===== config.mk =====
export PLATFORM = sky130hd
export DESIGN_NAME = byte_ring_buffer_fifo
export DESIGN_NICKNAME = d
export VERILOG_FILES = /design/src/hdl/brb_pkg.sv /design/src/hdl/byte_ring_buffer_fifo.sv /design/src/hdl/brb_ram.sv
export SDC_FILE = /design/constraint.sdc
export NUM_CORES = 2
export LEC_CHECK = 0
export BUFFER_PORTS_ARGS = -buffer_cell sky130_fd_sc_hd__buf_2
export CAP_MARGIN = 0
export CORE_UTILIZATION = 50
export DETAILED_ROUTE_END_ITERATION = 12
export HOLD_SLACK_MARGIN = 0.05
export PLACE_DENSITY_LB_ADDON = 0.3
export SLEW_MARGIN = 5
export SYNTH_ARGS = -nofsm -noshare
export SYNTH_HDL_FRONTEND = slang
export SYNTH_SLANG_ARGS = --single-unit

===== constraint.sdc =====
create_clock -name clk -period 6.1 [get_ports clk]
set_clock_uncertainty 0.05 [all_clocks]
set_input_delay 0.61 -clock clk [delete_from_list [all_inputs] [get_ports clk]]
set_output_delay 0.61 -clock clk [all_outputs]
set_load 0.03 [all_outputs]

===== src/hdl/brb_pkg.sv =====
// Shared types, constants and helpers for the byte ring buffer FIFO.
// No dependencies; used by the top level, its store and the port checker.
package brb_pkg;

  // Fixed by the request and result field widths
  localparam int CNT_W  = 9;
  localparam int BYTE_W = 8;
  localparam int REQ_W  = 3;

  // Default build-time sizes
  localparam int DEPTH_DEF   = 256;
  localparam int MAX_RUN_DEF = 64;

  // Capacity register value after reset
  localparam logic [CNT_W-1:0] CAP_RESET = CNT_W'(256);

  typedef enum logic [REQ_W-1:0] {
    REQ_PUSH   = 3'd0,
    REQ_POP    = 3'd1,
    REQ_PEEK   = 3'd2,
    REQ_RUN    = 3'd3,
    REQ_FILL   = 3'd4,
    REQ_CLEAR  = 3'd5,
    REQ_STATUS = 3'd6
  } req_t;

  // Clamp a written capacity into 1..depth
  function automatic logic [CNT_W-1:0] eff_cap(input logic [CNT_W-1:0] cap, input int depth);
    logic [CNT_W-1:0] res;
    res = cap;
    if (cap == '0) begin
      res = CNT_W'(1);
    end else if (int'(cap) > depth) begin
      res = CNT_W'(depth);
    end
    return res;
  endfunction

  // Advance a ring index by one, wrapping at the capacity
  function automatic logic [CNT_W-1:0] wrap_inc(input logic [CNT_W-1:0] idx,
                                                input logic [CNT_W-1:0] cap);
    logic [CNT_W-1:0] inc;
    inc = idx + CNT_W'(1);
    return (inc >= cap) ? '0 : inc;
  endfunction

endpackage


===== src/hdl/byte_ring_buffer_fifo.sv =====
// Top level of the byte ring buffer FIFO: request decoder, ring pointers and result register.
// Depends on brb_pkg and brb_ram.
//
// Usage
//   Requests arrive on the in_ channel (req_type, data_in, amount) and are taken
//   by a transfer when in_valid is high and in_stall low. Results leave on the
//   out_ channel, one transfer per result, each with last marking the final one
//   of its request. The capacity register is written through cfg_wr_en and
//   cfg_wr_data; the user must write it only while the block is idle, which
//   the block itself does not enforce. A write also empties the queue.
//   One request is in progress at a time. A request is latched on its input
//   transfer and decided once the output register is free; its result is
//   then loaded into the output register. A pop run emits one byte per cycle
//   while the receiver does not stall; a fill makes the decision, does one
//   store write per cycle, then gives the report. The store has a single
//   write port and a registered read: the head entry is read continuously so
//   its byte is ready when the pop is decided.
//   Reset (synchronous, rst high) empties the queue, sets the capacity to 256
//   (clamped to DEPTH) and drops any pending result; the store is not cleared.
//   While the receiver stalls, the held result stays put and a run pauses; a new
//   request is taken only once the current one has issued all of its results.
module byte_ring_buffer_fifo #(
  parameter int DEPTH   = brb_pkg::DEPTH_DEF,
  parameter int MAX_RUN = brb_pkg::MAX_RUN_DEF
) (
  input  logic                         clk,
  input  logic                         rst,
  // capacity register
  input  logic                         cfg_wr_en,
  input  logic [brb_pkg::CNT_W-1:0]    cfg_wr_data,
  // request channel
  input  logic                         in_valid,
  output logic                         in_stall,
  input  logic [brb_pkg::REQ_W-1:0]    req_type,
  input  logic [brb_pkg::BYTE_W-1:0]   data_in,
  input  logic [brb_pkg::CNT_W-1:0]    amount,
  // result channel
  output logic                         out_valid,
  input  logic                         out_stall,
  output logic [brb_pkg::BYTE_W-1:0]   data_out,
  output logic                         accepted,
  output logic [brb_pkg::CNT_W-1:0]    fill_level,
  output logic [brb_pkg::CNT_W-1:0]    free_space,
  output logic                         is_empty,
  output logic                         is_full,
  output logic                         last
);

  localparam int AW = $clog2(DEPTH);
  localparam int CW = brb_pkg::CNT_W;

  typedef enum logic [4:0] {
    S_IDLE   = 5'b00001,
    S_EXEC   = 5'b00010,
    S_RUN    = 5'b00100,
    S_FILL   = 5'b01000,
    S_REPORT = 5'b10000
  } state_t;

  state_t state, state_next;

  // Ring pointers and capacity
  logic [CW-1:0] cap_eff;
  logic [CW-1:0] head, head_next;
  logic [CW-1:0] tail, tail_next;
  logic [CW-1:0] count, count_next;
  logic [CW-1:0] remaining, remaining_next;

  // Latched request
  logic [brb_pkg::REQ_W-1:0]  req;
  logic [brb_pkg::BYTE_W-1:0] din;
  logic [CW-1:0]              amt;

  // Store ports
  logic                       wr_en;
  logic [brb_pkg::BYTE_W-1:0] rd_data;

  // Result staging
  logic                       emit;
  logic [brb_pkg::BYTE_W-1:0] emit_data;
  logic                       emit_acc;
  logic                       emit_last;

  logic out_free, in_xfer;
  logic q_empty, q_full, run_ok, fill_ok;

  assign in_stall = (state != S_IDLE);
  assign in_xfer  = in_valid && !in_stall;
  assign out_free = !out_valid || !out_stall;

  assign q_empty = (count == '0);
  assign q_full  = (count >= cap_eff);
  // A run needs enough stored bytes and stays within the burst limit
  assign run_ok  = (amt != '0) && (amt <= count) && (amt <= CW'(MAX_RUN));
  // A fill goes in whole or not at all
  assign fill_ok = (amt != '0) && (amt <= (cap_eff - count));

  brb_ram #(
    .DEPTH (DEPTH)
  ) u_ram (
    .clk     (clk),
    .wr_en   (wr_en),
    .wr_addr (AW'(tail)),
    .wr_data (din),
    .rd_addr (AW'(head_next)),
    .rd_data (rd_data)
  );

  // Request sequencer
  always_comb begin
    state_next     = state;
    head_next      = head;
    tail_next      = tail;
    count_next     = count;
    remaining_next = remaining;
    wr_en          = 1'b0;
    emit           = 1'b0;
    emit_data      = '0;
    emit_acc       = 1'b0;
    emit_last      = 1'b1;

    unique case (state)
      S_IDLE: begin
        if (in_xfer) begin
          state_next = S_EXEC;
        end
      end

      S_EXEC: begin
        // Decide only when the result has somewhere to go
        if (out_free) begin
          emit       = 1'b1;
          state_next = S_IDLE;
          unique case (req)
            brb_pkg::REQ_PUSH: begin
              if (!q_full) begin
                wr_en      = 1'b1;
                tail_next  = brb_pkg::wrap_inc(tail, cap_eff);
                count_next = count + CW'(1);
                emit_acc   = 1'b1;
              end
            end
            brb_pkg::REQ_POP: begin
              if (!q_empty) begin
                emit_data  = rd_data;
                head_next  = brb_pkg::wrap_inc(head, cap_eff);
                count_next = count - CW'(1);
                emit_acc   = 1'b1;
              end
            end
            brb_pkg::REQ_PEEK: begin
              if (!q_empty) begin
                emit_data = rd_data;
                emit_acc  = 1'b1;
              end
            end
            brb_pkg::REQ_RUN: begin
              if (run_ok) begin
                emit_data      = rd_data;
                head_next      = brb_pkg::wrap_inc(head, cap_eff);
                count_next     = count - CW'(1);
                emit_acc       = 1'b1;
                emit_last      = (amt == CW'(1));
                remaining_next = amt - CW'(1);
                if (amt != CW'(1)) begin
                  state_next = S_RUN;
                end
              end
            end
            brb_pkg::REQ_FILL: begin
              if (fill_ok) begin
                // hold the report until every byte is written
                emit           = 1'b0;
                remaining_next = amt;
                state_next     = S_FILL;
              end
            end
            brb_pkg::REQ_CLEAR: begin
              head_next  = '0;
              tail_next  = '0;
              count_next = '0;
              emit_acc   = 1'b1;
            end
            brb_pkg::REQ_STATUS: begin
              emit_acc = 1'b1;
            end
            default: begin
              emit_acc = 1'b0;
            end
          endcase
        end
      end

      S_RUN: begin
        if (out_free) begin
          emit           = 1'b1;
          emit_data      = rd_data;
          emit_acc       = 1'b1;
          head_next      = brb_pkg::wrap_inc(head, cap_eff);
          count_next     = count - CW'(1);
          remaining_next = remaining - CW'(1);
          emit_last      = (remaining == CW'(1));
          if (remaining == CW'(1)) begin
            state_next = S_IDLE;
          end
        end
      end

      S_FILL: begin
        wr_en          = 1'b1;
        tail_next      = brb_pkg::wrap_inc(tail, cap_eff);
        count_next     = count + CW'(1);
        remaining_next = remaining - CW'(1);
        if (remaining == CW'(1)) begin
          state_next = S_REPORT;
        end
      end

      S_REPORT: begin
        if (out_free) begin
          emit       = 1'b1;
          emit_acc   = 1'b1;
          state_next = S_IDLE;
        end
      end

      default: begin
        state_next = S_IDLE;
      end
    endcase
  end

  // Control state
  always_ff @(posedge clk) begin
    if (rst) begin
      state     <= S_IDLE;
      head      <= '0;
      tail      <= '0;
      count     <= '0;
      remaining <= '0;
      cap_eff   <= brb_pkg::eff_cap(brb_pkg::CAP_RESET, DEPTH);
      out_valid <= 1'b0;
    end else begin
      state     <= state_next;
      head      <= head_next;
      tail      <= tail_next;
      count     <= count_next;
      remaining <= remaining_next;
      if (emit) begin
        out_valid <= 1'b1;
      end else if (!out_stall) begin
        out_valid <= 1'b0;
      end
      // Capacity write empties the ring so the pointers stay inside it
      if (cfg_wr_en) begin
        cap_eff <= brb_pkg::eff_cap(cfg_wr_data, DEPTH);
        head    <= '0;
        tail    <= '0;
        count   <= '0;
      end
    end
  end

  // Latch the request on its transfer
  always_ff @(posedge clk) begin
    if (in_xfer) begin
      req <= req_type;
      din <= data_in;
      amt <= amount;
    end
  end

  // Result register: status reflects the queue after this result
  always_ff @(posedge clk) begin
    if (emit) begin
      data_out   <= emit_data;
      accepted   <= emit_acc;
      fill_level <= count_next;
      free_space <= cap_eff - count_next;
      is_empty   <= (count_next == '0);
      is_full    <= (count_next >= cap_eff);
      last       <= emit_last;
    end
  end

endmodule


===== src/hdl/brb_ram.sv =====
// Byte store of the ring: one write port, one read port, registered read data.
// Depends on brb_pkg for the byte width and the default depth.
module brb_ram #(
  parameter int DEPTH = brb_pkg::DEPTH_DEF
) (
  input  logic                         clk,
  input  logic                         wr_en,
  input  logic [$clog2(DEPTH)-1:0]     wr_addr,
  input  logic [brb_pkg::BYTE_W-1:0]   wr_data,
  input  logic [$clog2(DEPTH)-1:0]     rd_addr,
  output logic [brb_pkg::BYTE_W-1:0]   rd_data
);

  logic [brb_pkg::BYTE_W-1:0] mem [DEPTH];

  always_ff @(posedge clk) begin
    if (wr_en) begin
      mem[wr_addr] <= wr_data;
    end
  end

  always_ff @(posedge clk) begin
    rd_data <= mem[rd_addr];
  end

endmodule


# Word level (Yosys, flattened, before mapping)
# Memory sizes are Yosys's and may differ from the RTL's. A register that Yosys moved wholly into a read port is not among the register bits.
# Index checks and enable logic that the tools add are counted.
# op_classes
eq_ne	29
order_cmp	8
n_addsub	8
n_reduce_logical	24
n_mux	67
# op_table
op	count
$mux W9	19
$pmux W9 S3	3
$pmux W9 S2	4
$ge A9 B9 Y1	4
$pmux W9 S4	1
$mux W8	4
$pmux W8 S2	2
$mux W5	6
$add A9 B1 Y9 const B	3
$logic_not A9 Y1	3
$sub A9 B1 Y9 const B	3
$pmux W5 S5	1
$eq A9 B1 Y1 const B	2
$le A9 B9 Y1	2
$mux W1	18
$reduce_and A6 Y1	3
$sub A9 B9 Y9	2
$ne A2 B2 Y1 const B	6
$ne A3 B3 Y1 const B	4
$eq A3 B3 Y1 const B	3
$gt A9 B9 Y1 const B	1
$le A9 B7 Y1 const B	1
$ne A9 B1 Y1 const B	1
$reduce_bool A9 Y1	1
other kinds (25)	39
# totals
reg_bits	101
inputBits	34
mem_count	1
ram_bits	2048
wordCells	155
# memory_table
memory	depth	width	read_ports	rd_clocked_by_memory_dff	write_ports	line_no	text
u_ram.mem	256	8	1	1	1	brb_ram.sv:14	logic [brb_pkg::BYTE_W-1:0] mem [DEPTH];

# Longest topological paths before layout
# depth
word_depth	8
depth_mapped	25
mapped_depth_nobuf	24

# Cells and area by module
# A second synthesis with hierarchy kept.
# hier_totals
hier_cells	4528
area_unflattened_um2	86485.4
# by_module_without_submodules
module	seq_area_each_um2	cells_each	instances	area_per_inst_um2
brb_ram	61659.1	3733	1	79556.3
byte_ring_buffer_fifo	2522.4	795	1	6929.1

# Worst setup path after synthesis
# No wires, ideal clock.
# synth_path
path_kind	flip-flop to flip-flop
startpoint	reg count[6]
endpoint	reg is_full (data pin)
setup_time_ps	176
path_stages_with_launch	22
synth_period_minus_slack_ps	5147
required_time_ps	5874
arrival_ps	4921
setup_slack_ps	953
path_cell_list	dfxtp_1 -> clkbuf_1 -> inv_1 -> ha_1 -> a211oi_1 -> nor2_1 -> or4b_2 -> a21oi_1 -> a221oi_1 -> nor2_1 -> a211oi_1 -> a211oi_1 -> ha_1 -> a21o_1 -> a21o_1 -> a21oi_1 -> o21ai_0 -> a21o_1 -> a21o_1 -> a21oi_1 -> nor2b_1 -> o32ai_1
# synth_between
elab_chain_len	8
word_cells_on_any_way	15
cone_classes	add/sub (2); order compare (3); mux (7); reduce/logical (3)
# synth_lines
item	line_no	text
from (decl)	byte_ring_buffer_fifo.sv:66	logic [CW-1:0] count, count_next;
from (signal assigned)	byte_ring_buffer_fifo.sv:247	count <= count_next;
$le A9 B9 Y1	byte_ring_buffer_fifo.sv:94	assign run_ok = (amt != '0) && (amt <= count) && (amt <= CW'(MAX_RUN));
$logic_and A1 B1 Y1 (2 in a row)	byte_ring_buffer_fifo.sv:94	
$mux W9	byte_ring_buffer_fifo.sv:158	if (run_ok) begin
$pmux W9 S4	byte_ring_buffer_fifo.sv:134	unique case (req)
$mux W9	byte_ring_buffer_fifo.sv:131	if (out_free) begin
$pmux W9 S3 *	byte_ring_buffer_fifo.sv:122	unique case (state)
$ge A9 B9 Y1 *	byte_ring_buffer_fifo.sv:281	is_full <= (count_next >= cap_eff);
to (signal assigned)	byte_ring_buffer_fifo.sv:281	
to (decl)	byte_ring_buffer_fifo.sv:45	output logic is_full,
# Mark *: on every way between the ends. The rest lies on a longest branch, timed or not.
# A chain may end at the register's enable or synchronous reset.

# Worst setup path in the final report
# layout_path
startpoint	reg count[1]
endpoint	reg u_ram.rd_data[1] (netlist name), read port of u_ram.mem
# layout_between
elab_chain_len	7
word_cells_on_any_way	9
cone_classes	order compare (1); mux (5); reduce/logical (3)
# layout_lines
item	line_no	text
$le A9 B9 Y1	byte_ring_buffer_fifo.sv:94	
$logic_and A1 B1 Y1 (2 in a row)	byte_ring_buffer_fifo.sv:94	
$mux W9	byte_ring_buffer_fifo.sv:158	
$pmux W9 S3 *	byte_ring_buffer_fifo.sv:134	
$mux W9 *	byte_ring_buffer_fifo.sv:131	
$pmux W9 S2 *	byte_ring_buffer_fifo.sv:122	
to (decl)	brb_ram.sv:11	output logic [brb_pkg::BYTE_W-1:0] rd_data
# Mark *: on every way between the ends. The rest lies on a longest branch, timed or not. The select of a mux whose other input is x is not followed.

==> results.cfg <==
[sta]
worst_pin_slew_ns = 1.34
hold_viol_final = 0
finalMaxSlewViolations = 0
setup-tns-final_ns = 0
relSlewSlack_pct = 10.3
timing.hold.ws_ns = 0.108
fin_crit_sh_pct = 98.3
rsz0062_at_grt = false
max_clock_freq_ghz = 0.167
finalSetupViolCount = 0
fin_crit_ns = 5.99

[logic_synthesis]
synth_warnings = 0
synth_top_flop_cell = edfxtp_1
postSynthNetCount = 6600
synth-seq-cells = 2157
syn_avg_cell_area_um2 = 13.6
yosys.cell_types.count = 80
syn_area_um2 = 88500
syn_inst = 6499
async_flop_share_pct = 0
synth-edff-count = 2098
yosysSeqAreaShare_pct = 72.5

[setup_path]
crit_path_max_fanout = 30
start_kind = flop
reg2reg_depth = 17
cp.arrival_ns = 6.69
r2r-start = count[1]
cp-startpoint = count[1]
worst_ep_required_time_ns = 6.80
critical_path_class = flop to flop
endpoint_kind = flop

[clock_network]
clockBufferDepth = 3
htreeDepth = 4
cts_tree = yes
root_buffer = clkbuf_16
cts_buffers = 211
clock_latency_ns = 0.90
post-cts-setup-buffers = 0
clk_pin_slew_ns = 0.06
cts_sinks = 2157

[detailed_routing]
wl_per_cell_um = 27.2
initialDrtViolationCount = 8545
antenna_left = 0
dr.pass1.iters = 9
viasPerCell = 6.24
drc = 0
num_vias = 58200
routed_wl_mm = 254

[pwr]
p_seq_share_pct = 54.4
ir_drop_mv = 0.281
power_density_nw_per_um2 = 300
finalPower_uw = 30400
pwr-share-comb_pct = 2.6
p_int_uw = 24000
leakagePower_uw = 0.0344
p_switching_uw = 6420
clkPwrFrac_pct = 43.1
p_sw_share_pct = 21.1

[job]
cap_viol_max_count = 0

[worst_hold_path]
hp-class = primary input to flop
hp-start = cfg_wr_data[5]
whs_path_depth = 4

[finish]
drive_above_1_share_pct = 12.7
area_delta_synth_final_pct = 14.4
design_area_um2 = 101000
fin_cells = 9322
nNetsFinal = 6884

[placement]
dp.cells = 8888
gp_congestion = 0.933
io_buffers = 65
place_area_um2 = 93900
hpwl_mm = 154

[global_routing]
gr-usage-all-layers_pct = 27.9
grt_max_degree = 200
grt_overflow = 0
grt_pass1_vias = 55500
antenna_found_initial = 21
grt_pass1_wl_mm = 371

[floorplan]
dieHeight_um = 423
die_w_um = 423
die_area_um2 = 179000
core_area_um2 = 176000
rows = 154
io_pins = 66
start_util_pct = 50.3

[outcome]
status = completed
## critical path, cell delays in order (launching register included)
cell,delay [ns]
dfxtp_1,0.44
inv_1,0.18
ha_1,0.34
nor2b_1,0.13
o21ai_0,0.16
or4b_2,0.73
a211o_1,0.36
nand3_4,0.28
and2_4,0.44
buf_12,0.28
buf_4,0.35
mux2i_1,0.26
a221oi_1,0.14
a2111oi_1,0.50
a21oi_1,0.35
a2111oi_1,0.56
buf_4,0.24
nor4_1,0.06
## logic make-up (layout without fill, tap and decap cells)
group	Yosys count	count (layout)	share of synthesized area, %
flops	2157	2157	72.5
simple gates	2171	2171	10.6
mux	353	353	4.09
buf+inv	505	976	2.30
xor+xnor	39	39	0.386
other cells	0	12	0
compound gates	1207	1207	9.16
fa+ha+maj	67	67	0.964
## state kept, by name (all words and copies together) (netlist names), 5 cells and up
register and flops:
amt 9, cap_eff 9, count 9, data_out 8, din 8, fill_level 9, free_space 9, head 9
remaining 9, state 5, tail 9, u_ram.mem 2048, u_ram.rd_data 8
## routing by layer
layer,GRT usage (%),up-vias,part of all wire (%)
li1,-,25300,-
met1,38.0,29100,39
met2,44.0,3247,47
met3,5.53,560,10
met4,11.6,14,4.3
met5,0,-,0.040
## cell usage after synthesis (all sizes together) (15+ instances only)
master / instances / area, um2
nand3: 330 / 1650
buf: 148 / 697
mux2i: 314 / 3140
xor2: 17 / 149
a31oi: 103 / 644
nand2b: 19 / 119
nor4: 68 / 425
clkbuf: 292 / 1100
dfxtp: 59 / 1180
mux2: 39 / 473
a21oi: 361 / 1810
a22oi: 39 / 293
a311oi: 38 / 333
o211ai: 23 / 173
o21ai: 68 / 340
a221o: 24 / 240
and3: 110 / 688
a211oi: 149 / 1120
xnor2: 22 / 193
nand2: 1179 / 4430
nor2: 353 / 1330
nor3: 17 / 85.1
a221oi: 64 / 573
o31ai: 15 / 113
edfxtp: 2098 / 63000
nor2b: 30 / 188
ha: 65 / 813
o22ai: 154 / 963
a32oi: 16 / 140
a2111oi: 32 / 293
and2: 26 / 165
inv: 65 / 244
## final timing paths
| check | slack [ns] | to |
|---|---|---|
| setup / recovery | 0.11 | u_ram.rd_data[1] |
| hold / removal | 0.11 | cap_eff[5] |
| setup reg to reg | 0.11 | u_ram.rd_data[1] |
| hold reg to reg | 0.47 | remaining[0] |
## cell usage in the layout, fill, tap and decap left out, types with 38 or more instances in the layout
cell type  instances
o22ai_1          154
a211oi_1         148
a221oi_1          61
clkbuf_16        211
ha_1              65
edfxtp_1        2098
o21ai_0           65
clkinv_2          48
a22oi_1           38
nor2_1           351
clkinv_1          42
nand2_1         1160
a31oi_1          103
mux2i_1          314
clkbuf_1          45
nor4_1            68
dfxtp_1           59
a311oi_1          38
and3_1           110
buf_12            48
a21oi_1          360
buf_4            375
nand3_1          329
buf_2             65
inv_1             65
## power groups by stage
stage	registers [uW]	logic, uW	clock network, uW
5_1_grt	16500	834	13800
6_report	16500	777	13100
3_3_place_gp	16800	745	0
3_5_place_dp	16800	765	0
2_1_floorplan	17100	192	0
4_1_cts	16500	779	13200
## repair_timing
item | 4_1_cts | 5_1_grt
endpoints found under the hold margin | 22 | 0
resized for setup | 1 | 10
endpoints found under the setup margin | 1 | 8
hold buffers | 22 | 0
## layout make-up
type | instances | area (um2)
inverters | 65 | 244
fillers | 13600 | 74700
diodes | 12 | 30.0
clock buffers | 264 | 5560
repair buffers | 511 | 4330
well taps | 2340 | 2930
multi-input cells | 3837 | 22500
clock inverters | 136 | 1480
flip-flops and latches | 2157 | 64200
## per-stage QoR
| stage | utilization (%) | worst slack, ns |
|---|---|---|
| floorplan | - | 0.953 |
| global placement | 53.4 | -0.0450 |
| detailed placement | 53.4 | -0.0722 |
| CTS | 57.5 | 0.0137 |
| global route | 57.6 | 0.00605 |
| finish | 57.6 | 0.106 |
Power figures use the tool's default switching activity.
